### config.mk
export PLATFORM = sky130hd
export DESIGN_NAME = open_addressing_hash_map_unit
export DESIGN_NICKNAME = d
export VERILOG_FILES = /design/src/rtl/oahm_pkg.sv /design/src/rtl/open_addressing_hash_map_unit.sv /design/src/rtl/oahm_ctrl.sv /design/src/rtl/oahm_dpath.sv
export VERILOG_INCLUDE_DIRS = /design/src /design/src/rtl
export SDC_FILE = /design/constraint.sdc
export NUM_CORES = 2
export LEC_CHECK = 0
export BUFFER_PORTS_ARGS = -buffer_cell sky130_fd_sc_hd__buf_2
export CAP_MARGIN = 20
export CORE_MARGIN = 4
export CORE_UTILIZATION = 55
export CTS_CLUSTER_DIAMETER = 50
export CTS_CLUSTER_SIZE = 28
export DETAILED_ROUTE_END_ITERATION = 8
export PLACE_DENSITY = 0.71
export RECOVER_POWER = 50
export SYNTH_ARGS = -nofsm -noshare
export SYNTH_HDL_FRONTEND = slang
export SYNTH_SLANG_ARGS = --single-unit
### constraint.sdc
create_clock -name clk -period 4.2 [get_ports clk]
set_input_delay 0.21 -clock clk [delete_from_list [all_inputs] [get_ports clk]]
set_output_delay 0.21 -clock clk [all_outputs]
set_load 0.01 [all_outputs]
### src/rtl/assert_macros.svh
// Assertion helpers shared by the block's modules.
// Each expects signals named clk and rst_n in the scope where it is used.
`ifndef ASSERT_MACROS_SVH
`define ASSERT_MACROS_SVH

`ifndef NO_ASSERTIONS

// Checked only while out of reset
`define CHK_ASSERT(lbl, prop, msg) \
  lbl: assert property (@(posedge clk) disable iff (!rst_n) (prop)) else $error(msg);

// Checked at every edge, reset included
`define CHK_ASSERT_ALWAYS(lbl, prop, msg) \
  lbl: assert property (@(posedge clk) (prop)) else $error(msg);

`else

`define CHK_ASSERT(lbl, prop, msg)
`define CHK_ASSERT_ALWAYS(lbl, prop, msg)

`endif

`endif

### src/rtl/oahm_pkg.sv
package oahm_pkg;

  // Default slot count
  localparam int TABLE_SLOTS_DEF = 32;

  // Field widths
  localparam int ACT_W   = 2;
  localparam int KEY_W   = 31;
  localparam int VAL_W   = 32;
  localparam int ST_W    = 3;
  localparam int ENTRY_W = 6;

  // Home slot reduction: reciprocal multiply for the quotient, then multiply back and subtract
  localparam int MOD_STEPS = 2;
  localparam int MOD_CNT_W = $clog2(MOD_STEPS);

  // Request codes
  localparam logic [ACT_W-1:0] ACT_INSERT = 2'd0;
  localparam logic [ACT_W-1:0] ACT_DELETE = 2'd1;
  localparam logic [ACT_W-1:0] ACT_LOOKUP = 2'd2;
  localparam logic [ACT_W-1:0] ACT_RSVD   = 2'd3;

  // Result codes
  localparam logic [ST_W-1:0] ST_INSERTED = 3'd0;
  localparam logic [ST_W-1:0] ST_UPDATED  = 3'd1;
  localparam logic [ST_W-1:0] ST_DELETED  = 3'd2;
  localparam logic [ST_W-1:0] ST_FOUND    = 3'd3;
  localparam logic [ST_W-1:0] ST_NOTFOUND = 3'd4;
  localparam logic [ST_W-1:0] ST_FULL     = 3'd5;

  // Slot marks
  localparam logic [1:0] MARK_EMPTY = 2'd0;
  localparam logic [1:0] MARK_LIVE  = 2'd1;
  localparam logic [1:0] MARK_TOMB  = 2'd2;

  // Controller to datapath
  typedef struct packed {
    logic clr_en;      // clear one mark entry
    logic load;        // capture the request
    logic mod_step;    // one remainder step
    logic probe_init;  // start the probe from the home slot
    logic probe_en;    // issue and check slots
    logic commit;      // write back and load the result register
  } oahm_cmd_t;

  // Datapath to controller
  typedef struct packed {
    logic clr_last;
    logic mod_last;
    logic skip_probe;
    logic probe_done;
    logic out_free;
  } oahm_sts_t;

endpackage

### src/rtl/open_addressing_hash_map_unit.sv
// Open-addressing hash map, linear probing with tombstones.
// Input channel (in_valid/in_ready): action (insert, delete, lookup), key, value.
// Result channel (out_valid/out_ready): status, value_out, entry_count, one
// result per item, in order.
// An item runs alone: the home slot (key modulo TABLE_SLOTS) is found by
// a reciprocal multiply for the quotient, then multiply back and subtract; the
// probe then reads one slot per cycle from the slot memories' single read port,
// checking each on the cycle after its read.
// A probe visits k slots, 1 <= k <= TABLE_SLOTS; the unused action code
// skips the probe. A new item is taken in the cycle after the previous
// result is loaded.
// After reset the mark store is swept to empty, one slot a cycle, through
// every slot; in_ready stays low meanwhile.
// A result waits in the output register while out_ready is low; the next item
// is still accepted and worked on, and holds at write-back until the output
// register is free, so the table is updated only as results are taken.
module open_addressing_hash_map_unit
  import oahm_pkg::*;
#(
  parameter int TABLE_SLOTS = TABLE_SLOTS_DEF
) (
  input  logic                    clk,
  input  logic                    rst_n,
  input  logic                    in_valid,
  output logic                    in_ready,
  input  logic [ACT_W-1:0]        in_action,
  input  logic [KEY_W-1:0]        in_key,
  input  logic signed [VAL_W-1:0] in_value,
  output logic                    out_valid,
  input  logic                    out_ready,
  output logic [ST_W-1:0]         out_status,
  output logic signed [VAL_W-1:0] out_value_out,
  output logic [ENTRY_W-1:0]      out_entry_count
);

  oahm_cmd_t cmd;
  oahm_sts_t sts;

  oahm_ctrl u_ctrl (
    .clk      (clk),
    .rst_n    (rst_n),
    .in_valid (in_valid),
    .in_ready (in_ready),
    .sts      (sts),
    .cmd      (cmd)
  );

  oahm_dpath #(
    .TABLE_SLOTS (TABLE_SLOTS)
  ) u_dpath (
    .clk             (clk),
    .rst_n           (rst_n),
    .in_action       (in_action),
    .in_key          (in_key),
    .in_value        (in_value),
    .out_valid       (out_valid),
    .out_ready       (out_ready),
    .out_status      (out_status),
    .out_value_out   (out_value_out),
    .out_entry_count (out_entry_count),
    .cmd             (cmd),
    .sts             (sts)
  );

endmodule

### src/rtl/oahm_ctrl.sv
`include "assert_macros.svh"

module oahm_ctrl
  import oahm_pkg::*;
(
  input  logic      clk,
  input  logic      rst_n,
  input  logic      in_valid,
  output logic      in_ready,
  input  oahm_sts_t sts,
  output oahm_cmd_t cmd
);

  localparam logic [2:0] S_CLEAR  = 3'd0;
  localparam logic [2:0] S_IDLE   = 3'd1;
  localparam logic [2:0] S_MOD    = 3'd2;
  localparam logic [2:0] S_PROBE  = 3'd3;
  localparam logic [2:0] S_COMMIT = 3'd4;

  logic [2:0] state_r;
  logic [2:0] state_nxt;

  // Next state and commands
  always_comb begin
    state_nxt = state_r;
    cmd       = '0;
    case (state_r)
      S_CLEAR: begin
        cmd.clr_en = 1'b1;
        if (sts.clr_last) state_nxt = S_IDLE;
      end
      S_IDLE: begin
        if (in_valid) begin
          cmd.load  = 1'b1;
          state_nxt = S_MOD;
        end
      end
      S_MOD: begin
        cmd.mod_step = 1'b1;
        if (sts.mod_last) begin
          if (sts.skip_probe) begin
            state_nxt = S_COMMIT;
          end else begin
            cmd.probe_init = 1'b1;
            state_nxt      = S_PROBE;
          end
        end
      end
      S_PROBE: begin
        cmd.probe_en = 1'b1;
        if (sts.probe_done) state_nxt = S_COMMIT;
      end
      S_COMMIT: begin
        // wait here while the previous result is still held
        if (sts.out_free) begin
          cmd.commit = 1'b1;
          state_nxt  = S_IDLE;
        end
      end
      default: state_nxt = S_CLEAR;
    endcase
  end

  assign in_ready = (state_r == S_IDLE);

  always_ff @(posedge clk) begin
    if (!rst_n) begin
      state_r <= S_CLEAR;
    end else begin
      state_r <= state_nxt;
    end
  end

  // One item at a time
  `CHK_ASSERT(a_one_item, (in_valid && in_ready) |=> !in_ready, "item taken while busy")
  // No write-back while the mark store is being swept
  `CHK_ASSERT(a_no_commit_in_clear, (state_r == S_CLEAR) |-> !cmd.commit,
              "commit during clearing pass")

endmodule

### src/rtl/oahm_dpath.sv
`include "assert_macros.svh"

module oahm_dpath
  import oahm_pkg::*;
#(
  parameter int TABLE_SLOTS = TABLE_SLOTS_DEF
) (
  input  logic                    clk,
  input  logic                    rst_n,
  input  logic [ACT_W-1:0]        in_action,
  input  logic [KEY_W-1:0]        in_key,
  input  logic signed [VAL_W-1:0] in_value,
  output logic                    out_valid,
  input  logic                    out_ready,
  output logic [ST_W-1:0]         out_status,
  output logic signed [VAL_W-1:0] out_value_out,
  output logic [ENTRY_W-1:0]      out_entry_count,
  input  oahm_cmd_t               cmd,
  output oahm_sts_t               sts
);

  localparam int IDX_W = $clog2(TABLE_SLOTS);
  localparam int CNT_W = $clog2(TABLE_SLOTS + 1);
  localparam logic [IDX_W-1:0] IDX_LAST  = IDX_W'(TABLE_SLOTS - 1);
  localparam logic [CNT_W-1:0] CNT_FULL  = CNT_W'(TABLE_SLOTS);
  localparam logic [CNT_W-1:0] CNT_LAST  = CNT_W'(TABLE_SLOTS - 1);
  localparam logic [MOD_CNT_W-1:0] MOD_LAST = MOD_CNT_W'(MOD_STEPS - 1);

  // Reciprocal of the slot count, rounded up; exact quotient for every 31-bit key
  localparam int PROD_W = 2 * KEY_W + 1;
  localparam int RCP_SH = KEY_W + IDX_W;
  localparam int QUO_W  = PROD_W - RCP_SH;
  localparam logic [KEY_W:0] RECIP =
    (KEY_W + 1)'(((64'd1 << RCP_SH) + 64'(TABLE_SLOTS - 1)) / 64'(TABLE_SLOTS));

  // Slot stores
  logic [KEY_W-1:0]        key_mem  [TABLE_SLOTS];
  logic signed [VAL_W-1:0] val_mem  [TABLE_SLOTS];
  logic [1:0]              mark_mem [TABLE_SLOTS];

  // Request
  logic [ACT_W-1:0]        act_r;
  logic [KEY_W-1:0]        key_r;
  logic signed [VAL_W-1:0] val_r;

  // Remainder unit
  logic [PROD_W-1:0]    quo_prod;
  logic [QUO_W-1:0]     quo_r;
  logic [KEY_W-1:0]     quo_mul;
  logic [KEY_W-1:0]     rem_full;
  logic [IDX_W-1:0]     rem_nxt;
  logic [MOD_CNT_W-1:0] mod_cnt_r;

  // Probe issue and check
  logic [IDX_W-1:0]        iss_idx_r;
  logic [CNT_W-1:0]        iss_cnt_r;
  logic                    rd_en;
  logic                    chk_vld_r;
  logic [IDX_W-1:0]        chk_idx_r;
  logic [CNT_W-1:0]        chk_cnt_r;
  logic [1:0]              mark_q;
  logic [KEY_W-1:0]        key_q;
  logic signed [VAL_W-1:0] val_q;
  logic                    chk_live;
  logic                    chk_empty;
  logic                    chk_hit;
  logic                    chk_last;

  // Probe outcome
  logic                    match_r;
  logic [IDX_W-1:0]        match_idx_r;
  logic signed [VAL_W-1:0] hit_val_r;
  logic                    free_vld_r;
  logic [IDX_W-1:0]        free_idx_r;

  // Write-back
  logic [IDX_W-1:0]        clr_idx_r;
  logic [CNT_W-1:0]        live_count_r;
  logic [CNT_W-1:0]        cnt_nxt;
  logic [ST_W-1:0]         st_c;
  logic signed [VAL_W-1:0] vout_c;
  logic                    key_we;
  logic                    val_we;
  logic                    mark_we_c;
  logic [1:0]              mark_wd_c;
  logic [IDX_W-1:0]        wr_idx;
  logic                    mark_we;
  logic [IDX_W-1:0]        mark_wa;
  logic [1:0]              mark_wd;
  logic                    ins_new;

  // Result register
  logic                    out_valid_r;
  logic [ST_W-1:0]         out_status_r;
  logic signed [VAL_W-1:0] out_value_r;
  logic [ENTRY_W-1:0]      out_count_r;

  // Home slot: quotient registered first, remainder on the following step
  assign quo_prod = PROD_W'(key_r) * PROD_W'(RECIP);
  assign quo_mul  = KEY_W'(quo_r) * KEY_W'(TABLE_SLOTS);
  assign rem_full = key_r - quo_mul;
  assign rem_nxt  = rem_full[IDX_W-1:0];

  // Slot check on the registered read data
  assign rd_en     = cmd.probe_en && (iss_cnt_r != CNT_FULL);
  assign chk_live  = (mark_q == MARK_LIVE);
  assign chk_empty = (mark_q == MARK_EMPTY);
  assign chk_hit   = chk_live && (key_q == key_r);
  assign chk_last  = (chk_cnt_r == CNT_LAST);

  // Outcome of the request
  always_comb begin
    st_c      = ST_NOTFOUND;
    vout_c    = '0;
    key_we    = 1'b0;
    val_we    = 1'b0;
    mark_we_c = 1'b0;
    mark_wd_c = MARK_EMPTY;
    cnt_nxt   = live_count_r;
    wr_idx    = match_r ? match_idx_r : free_idx_r;
    case (act_r)
      ACT_INSERT: begin
        if (match_r) begin
          st_c   = ST_UPDATED;
          val_we = 1'b1;
        end else if (free_vld_r) begin
          st_c      = ST_INSERTED;
          key_we    = 1'b1;
          val_we    = 1'b1;
          mark_we_c = 1'b1;
          mark_wd_c = MARK_LIVE;
          cnt_nxt   = live_count_r + 1'b1;
        end else begin
          st_c = ST_FULL;
        end
      end
      ACT_DELETE: begin
        if (match_r) begin
          st_c      = ST_DELETED;
          vout_c    = hit_val_r;
          mark_we_c = 1'b1;
          mark_wd_c = MARK_TOMB;
          if (live_count_r != '0) cnt_nxt = live_count_r - 1'b1;
        end
      end
      ACT_LOOKUP: begin
        if (match_r) begin
          st_c   = ST_FOUND;
          vout_c = hit_val_r;
        end
      end
      default: ;
    endcase
  end

  assign ins_new = (st_c == ST_INSERTED);

  // Mark store write port: clearing pass or write-back
  always_comb begin
    mark_we = 1'b0;
    mark_wa = wr_idx;
    mark_wd = mark_wd_c;
    if (cmd.clr_en) begin
      mark_we = 1'b1;
      mark_wa = clr_idx_r;
      mark_wd = MARK_EMPTY;
    end else if (cmd.commit && mark_we_c) begin
      mark_we = 1'b1;
    end
  end

  // Memories
  always_ff @(posedge clk) begin
    if (mark_we) mark_mem[mark_wa] <= mark_wd;
    if (rd_en) mark_q <= mark_mem[iss_idx_r];
  end

  always_ff @(posedge clk) begin
    if (cmd.commit && key_we) key_mem[wr_idx] <= key_r;
    if (rd_en) key_q <= key_mem[iss_idx_r];
  end

  always_ff @(posedge clk) begin
    if (cmd.commit && val_we) val_mem[wr_idx] <= val_r;
    if (rd_en) val_q <= val_mem[iss_idx_r];
  end

  // Control registers
  always_ff @(posedge clk) begin
    if (!rst_n) begin
      clr_idx_r    <= '0;
      mod_cnt_r    <= '0;
      iss_cnt_r    <= '0;
      chk_vld_r    <= 1'b0;
      chk_cnt_r    <= '0;
      match_r      <= 1'b0;
      free_vld_r   <= 1'b0;
      live_count_r <= '0;
      out_valid_r  <= 1'b0;
    end else begin
      if (cmd.clr_en) clr_idx_r <= clr_idx_r + 1'b1;

      if (cmd.load) mod_cnt_r <= '0;
      else if (cmd.mod_step) mod_cnt_r <= mod_cnt_r + 1'b1;

      if (cmd.probe_init) begin
        iss_cnt_r  <= '0;
        chk_vld_r  <= 1'b0;
        chk_cnt_r  <= '0;
        match_r    <= 1'b0;
        free_vld_r <= 1'b0;
      end else if (cmd.probe_en) begin
        chk_vld_r <= rd_en;
        if (rd_en) iss_cnt_r <= iss_cnt_r + 1'b1;
        if (chk_vld_r) begin
          chk_cnt_r <= chk_cnt_r + 1'b1;
          if (chk_hit) match_r <= 1'b1;
          if (!chk_live) free_vld_r <= 1'b1;
        end
      end

      if (cmd.commit) live_count_r <= cnt_nxt;

      if (cmd.commit) out_valid_r <= 1'b1;
      else if (out_ready) out_valid_r <= 1'b0;
    end
  end

  // Payload registers
  always_ff @(posedge clk) begin
    if (cmd.load) begin
      act_r <= in_action;
      key_r <= in_key;
      val_r <= in_value;
    end
    if (cmd.mod_step) quo_r <= quo_prod[PROD_W-1:RCP_SH];

    if (cmd.probe_init) begin
      iss_idx_r <= rem_nxt;
    end else if (rd_en) begin
      iss_idx_r <= (iss_idx_r == IDX_LAST) ? '0 : iss_idx_r + 1'b1;
    end
    if (cmd.probe_en) chk_idx_r <= iss_idx_r;

    // first live match and first reusable slot on the path
    if (cmd.probe_en && chk_vld_r) begin
      if (chk_hit) begin
        match_idx_r <= chk_idx_r;
        hit_val_r   <= val_q;
      end
      if (!chk_live && !free_vld_r) free_idx_r <= chk_idx_r;
    end

    if (cmd.commit) begin
      out_status_r <= st_c;
      out_value_r  <= vout_c;
      out_count_r  <= ENTRY_W'(cnt_nxt);
    end
  end

  // Status to the controller
  assign sts.clr_last   = (clr_idx_r == IDX_LAST);
  assign sts.mod_last   = (mod_cnt_r == MOD_LAST);
  assign sts.skip_probe = (act_r == ACT_RSVD);
  assign sts.probe_done = chk_vld_r && (chk_empty || chk_hit || chk_last);
  assign sts.out_free   = !out_valid_r || out_ready;

  assign out_valid       = out_valid_r;
  assign out_status      = out_status_r;
  assign out_value_out   = out_value_r;
  assign out_entry_count = out_count_r;

  // Write-back never overwrites an unread result
  `CHK_ASSERT(a_commit_free, cmd.commit |-> (!out_valid_r || out_ready),
              "result overwritten before taken")
  // A probe visits each slot at most once
  `CHK_ASSERT(a_probe_bound, (cmd.probe_en && chk_vld_r) |-> (chk_cnt_r < CNT_FULL),
              "probe ran past the table")
  // A fresh insert adds exactly one entry
  `CHK_ASSERT(a_insert_count, (cmd.commit && ins_new) |=>
              (live_count_r == $past(live_count_r) + 1'b1), "entry count not advanced")
  // No result straight out of reset
  `CHK_ASSERT_ALWAYS(a_reset_out, !rst_n |=> !out_valid_r, "result valid after reset")

endmodule
==> impl_summary.txt <==
----------------------------------------------------
[Setup path]
  Crit. End Element ... flip-flop
  Total number of cells along the worst setup path ... 8
  Largest delay contributor family on the critical path ... buffers and inverters
  Crit Path Category ... reg -> reg
  Required time at the worst-slack endpoint ... 4.67 ns
  Standard cell with the maximum stage delay on the critical path ... sky130_fd_sc_hd__clkbuf_1
  Critical Path Fanout Max ... 34
  Cells along the critical path ... clkbuf_1 > xor2_1 > nor4_1 > nand4_1 > nor4_2 > buf_4 > and2_2 > buf_4
  Buffers plus inverters on the worst setup path ... 3
  Startpoint type of the worst setup path ... flip-flop
  Signal arrival time at the worst endpoint ... 4.16 ns
  Most common cell on crit path ... sky130_fd_sc_hd__buf_4
  Number of cells on the worst reg-to-reg path ... 8
  Delay contributed by the slowest stage of the critical path ... 1.17 ns

[Synthesis]
  Share of synthesized area occupied by flip-flops and latches ... 0.7867
  Post-synth cell types ... 61
  Cell with the most instances after synthesis ... sky130_fd_sc_hd__edfxtp_1
  Leading cell types by count after synthesis ... sky130_fd_sc_hd__edfxtp_1 (2,303), sky130_fd_sc_hd__mux4_2 (464), sky130_fd_sc_hd__nor2_1 (157)
  Number of synthesized flops with an enable pin ... 2,303
  Number of warnings reported in the yosys synthesis log ... 0
  Post-Syn Nets ... 4,202
  Async S/R FF share, synth ... 0
  Synth area leader ... sky130_fd_sc_hd__edfxtp_1
  Post-synthesis sequential element count ... 2,334
  Most used flip-flop cell after synthesis ... sky130_fd_sc_hd__edfxtp_1
  Avg Synthesized Cell Area ... roughly 22 µm²
  Synthesized instance count ... 4,119
  Top cell type's share of synthesized area ... 0.7797
  Post-synth design cell area ... between 0.08 and 0.09 mm²
  Leading cell types by total area after synthesis ... sky130_fd_sc_hd__edfxtp_1 (78%), sky130_fd_sc_hd__mux4_2 (12%), sky130_fd_sc_hd__mux2i_1 (1.5%)

[Place]
  Detailed Place HPWL ... 118,600 µm
  Global placement routability congestion ... between 0.8 and 0.9
  Number of instances in the placed design ... between 6,000 and 7,000
  Port Buffer Count ... 111

[STA]
  Actual slew at the worst max-slew pin ... 1.921 ns
  Unrepaired setup endpoints after global routing ... false
  Final total negative setup slack ... 0 ns
  # setup viols final ... 0
  Fmax achieved ... 271.2 MHz
  Total count of hold-check failures in the final report ... 0
  Min Clock Period, post-route ... 3.687 ns
  Share of the cycle needed by the critical path after routing ... 0.8779
  Count of pins over their slew limit ... 329
  Slew HR ... -0.2804
  Worst Clk Skew ... 0.03277 ns

[Power and ir drop]
  Power density over the cells ... 419.4 mW/mm²
  Largest voltage drop on the vdd net ... 0.5126 mV
  Leakage component of the power ... 0.03116 µW

[Clock network]
  CTS H-tree depth ... 4
  # clock sinks ... 2,334
  Latest clock arrival within the worst-skew pair ... 0.83 ns
  Clock tree from TritonCTS ... built
  Root cell of the clock tree ... sky130_fd_sc_hd__clkbuf_16
  Number of buffers between clock root and the deepest sink ... 3
  Number of buffers created by CTS ... 157
  Post-CTS setup repair buffer count ... 0
  Clock input transition at the sequential cells of the worst setup and hold paths ... 0.09 ns

[Floorplan]
  Count of boundary I/O pins ... 112
  Die W ... about 400 µm
  Core area ... 0.1604 mm²
  Initial Utilization ... 0.5530
  Chip height ... 409.6 µm
  Row cnt ... 147
  Total die area ... ~0.17 mm²

[Final layout]
  Multi-input gate area in the final layout ... 0.01819 mm²
  Antenna Cells ... 0
  Final Net Count ... roughly 4,500
  Area Growth Syn to Fin ... 11.81%
  Sequential cell area ... 0.06978 mm²
  Non-filler cells in the finished layout ... ~6,700
  Fraction of final layout cells with drive strength greater than 1 ... 0.2265
  Fill cell count ... 10,800

[Routing]
  Per-cell via count in the routed design ... 6.444
  Post-Route WL ... approximately 210,000 µm
  First DRT Iteration DRCs ... 6,266
  Number of detailed-routing iterations run before antenna repair ... 5
  Remaining antenna violation count ... 0
  Number of remaining DRC errors ... 0
  Final routed wire length divided by cell count ... 31.04 µm
  Via count ... 43,480

[Worst hold path]
  Number of cells traversed by the worst hold path ... 2
  Worst hold-check path type ... in -> reg

[Outcome]
  Violations in the final reports ... capacitance limit, slew limit
  Result of the run ... finished, violations left

[Flow run]
  Count of max-cap constraint violations ... 11

[Global route]
  Largest net degree at the start of global routing ... 117
  Vias in the first global route ... 43,120
  GR Overflow Total ... 0
  First-pass GRT wire length ... 304,000 µm
  All-layer global routing usage ... 0.2518
  Number of antenna violations at the first check in global routing ... 3

----------------------------------------------------
==> flip-flops by register name (all words and copies together) (netlist names), 31 cells and up <==
signal,count
u_dpath.mark_mem,64
u_dpath.hit_val_r,32
u_dpath.val_mem,1024
u_dpath.val_q,32
u_dpath.key_q,31
u_dpath.key_mem,992
u_dpath.val_r,32
u_dpath.out_value_out,32
u_dpath.key_r,31
==> layout by cell type (no fill, tap or decap), types with 8 or more instances in the layout <==
master and n:
sky130_fd_sc_hd__o21a_1 9, sky130_fd_sc_hd__buf_4 147, sky130_fd_sc_hd__buf_2 55, sky130_fd_sc_hd__nand2_1 80, sky130_fd_sc_hd__nor2_4 69, sky130_fd_sc_hd__clkinv_1 12, sky130_fd_sc_hd__nor4_1 8, sky130_fd_sc_hd__buf_12 26
sky130_fd_sc_hd__o221ai_1 114, sky130_fd_sc_hd__xor2_1 36, sky130_fd_sc_hd__mux2i_1 137, sky130_fd_sc_hd__clkinvlp_4 8, sky130_fd_sc_hd__a21oi_1 121, sky130_fd_sc_hd__dlygate4sd3_1 69, sky130_fd_sc_hd__nor2_1 88, sky130_fd_sc_hd__inv_8 18
sky130_fd_sc_hd__ha_1 14, sky130_fd_sc_hd__inv_1 15, sky130_fd_sc_hd__clkbuf_1 112, sky130_fd_sc_hd__clkinv_4 11, sky130_fd_sc_hd__xnor2_1 9, sky130_fd_sc_hd__mux4_2 464, sky130_fd_sc_hd__inv_6 24, sky130_fd_sc_hd__a22oi_1 120
sky130_fd_sc_hd__bufinv_16 8, sky130_fd_sc_hd__o21ai_0 80, sky130_fd_sc_hd__or2_1 52, sky130_fd_sc_hd__nand2b_1 11, sky130_fd_sc_hd__clkinv_8 18, sky130_fd_sc_hd__dfxtp_1 31, sky130_fd_sc_hd__edfxtp_1 2303, sky130_fd_sc_hd__and3_1 36
sky130_fd_sc_hd__clkbuf_16 160
==> final cells by class <==
type                       count  share of cell area
inverter                      17           0.0006435
multi-input combinational   1550              0.1834
tap                         2160             0.02725
timing repair buffer         401             0.03007
clock buffer                 169             0.04072
clock inverter               117             0.01426
sequential                  2334              0.7036
==> logic make-up after synthesis <==
kind of cell             share of synthesized area
AO/OA/AOI/OAI                              0.03791
XOR/XNOR                                  0.004444
adder cells (fa/ha/maj)                   0.001975
buffers and inverters                      0.01430
flip-flops                                  0.7867
multiplexers                                0.1335
AND/OR/NAND/NOR                            0.02110
==> through the flow <==
| step | utilization | area (µm²) | hold WS, ns | total power [µW] | setup WS, ns |
|---|---|---|---|---|---|
| after global placement | 0.5805 | 93110 | 0.3868 | 25790 | 0.9019 |
| after global routing | 0.6183 | 99170 | 0.05546 | 42810 | 0.3415 |
| final | 0.6183 | 99170 | 0.08738 | 41590 | 0.5127 |
| after detailed placement | 0.5805 | 93110 | 0.3881 | 25790 | 0.8639 |
| after floorplan | - | 88690 | 0.3089 | 25740 | 0.5136 |
| after CTS | 0.6188 | 99250 | 0.01891 | 41820 | 0.8485 |
==> per-layer routing <==
layer / global-route usage / wire [µm]
met1: 0.3656 / 81810
met2: 0.3827 / 98790
met3: 0.06352 / 22490
met4: 0.07926 / 6337
met5: 0 / 12
==> timing repair <==
action	4_1_cts	5_1_grt
gates resized for setup	0	0
endpoints found under the hold margin	81	0
hold buffers	69	0
==> path summary, 6_finish.rpt <==
check	startpoint	endpoint	slack [ns]
setup / recovery	u_dpath.key_r[2]	u_dpath.hit_val_r[10]	0.51
hold / removal	in_value[16]	u_dpath.val_r[16]	0.09
setup reg to reg	u_dpath.key_r[2]	u_dpath.hit_val_r[10]	0.51
hold reg to reg	u_dpath.val_q[16]	u_dpath.hit_val_r[16]	0.42
==> power breakdown <==
part	switching (µW)	total [µW]	internal, µW
clock network	8370	16300	7920
logic	60.9	134	72.9
registers	6.23	25200	25200
Note: power is estimated with default switching activity, not from simulation.
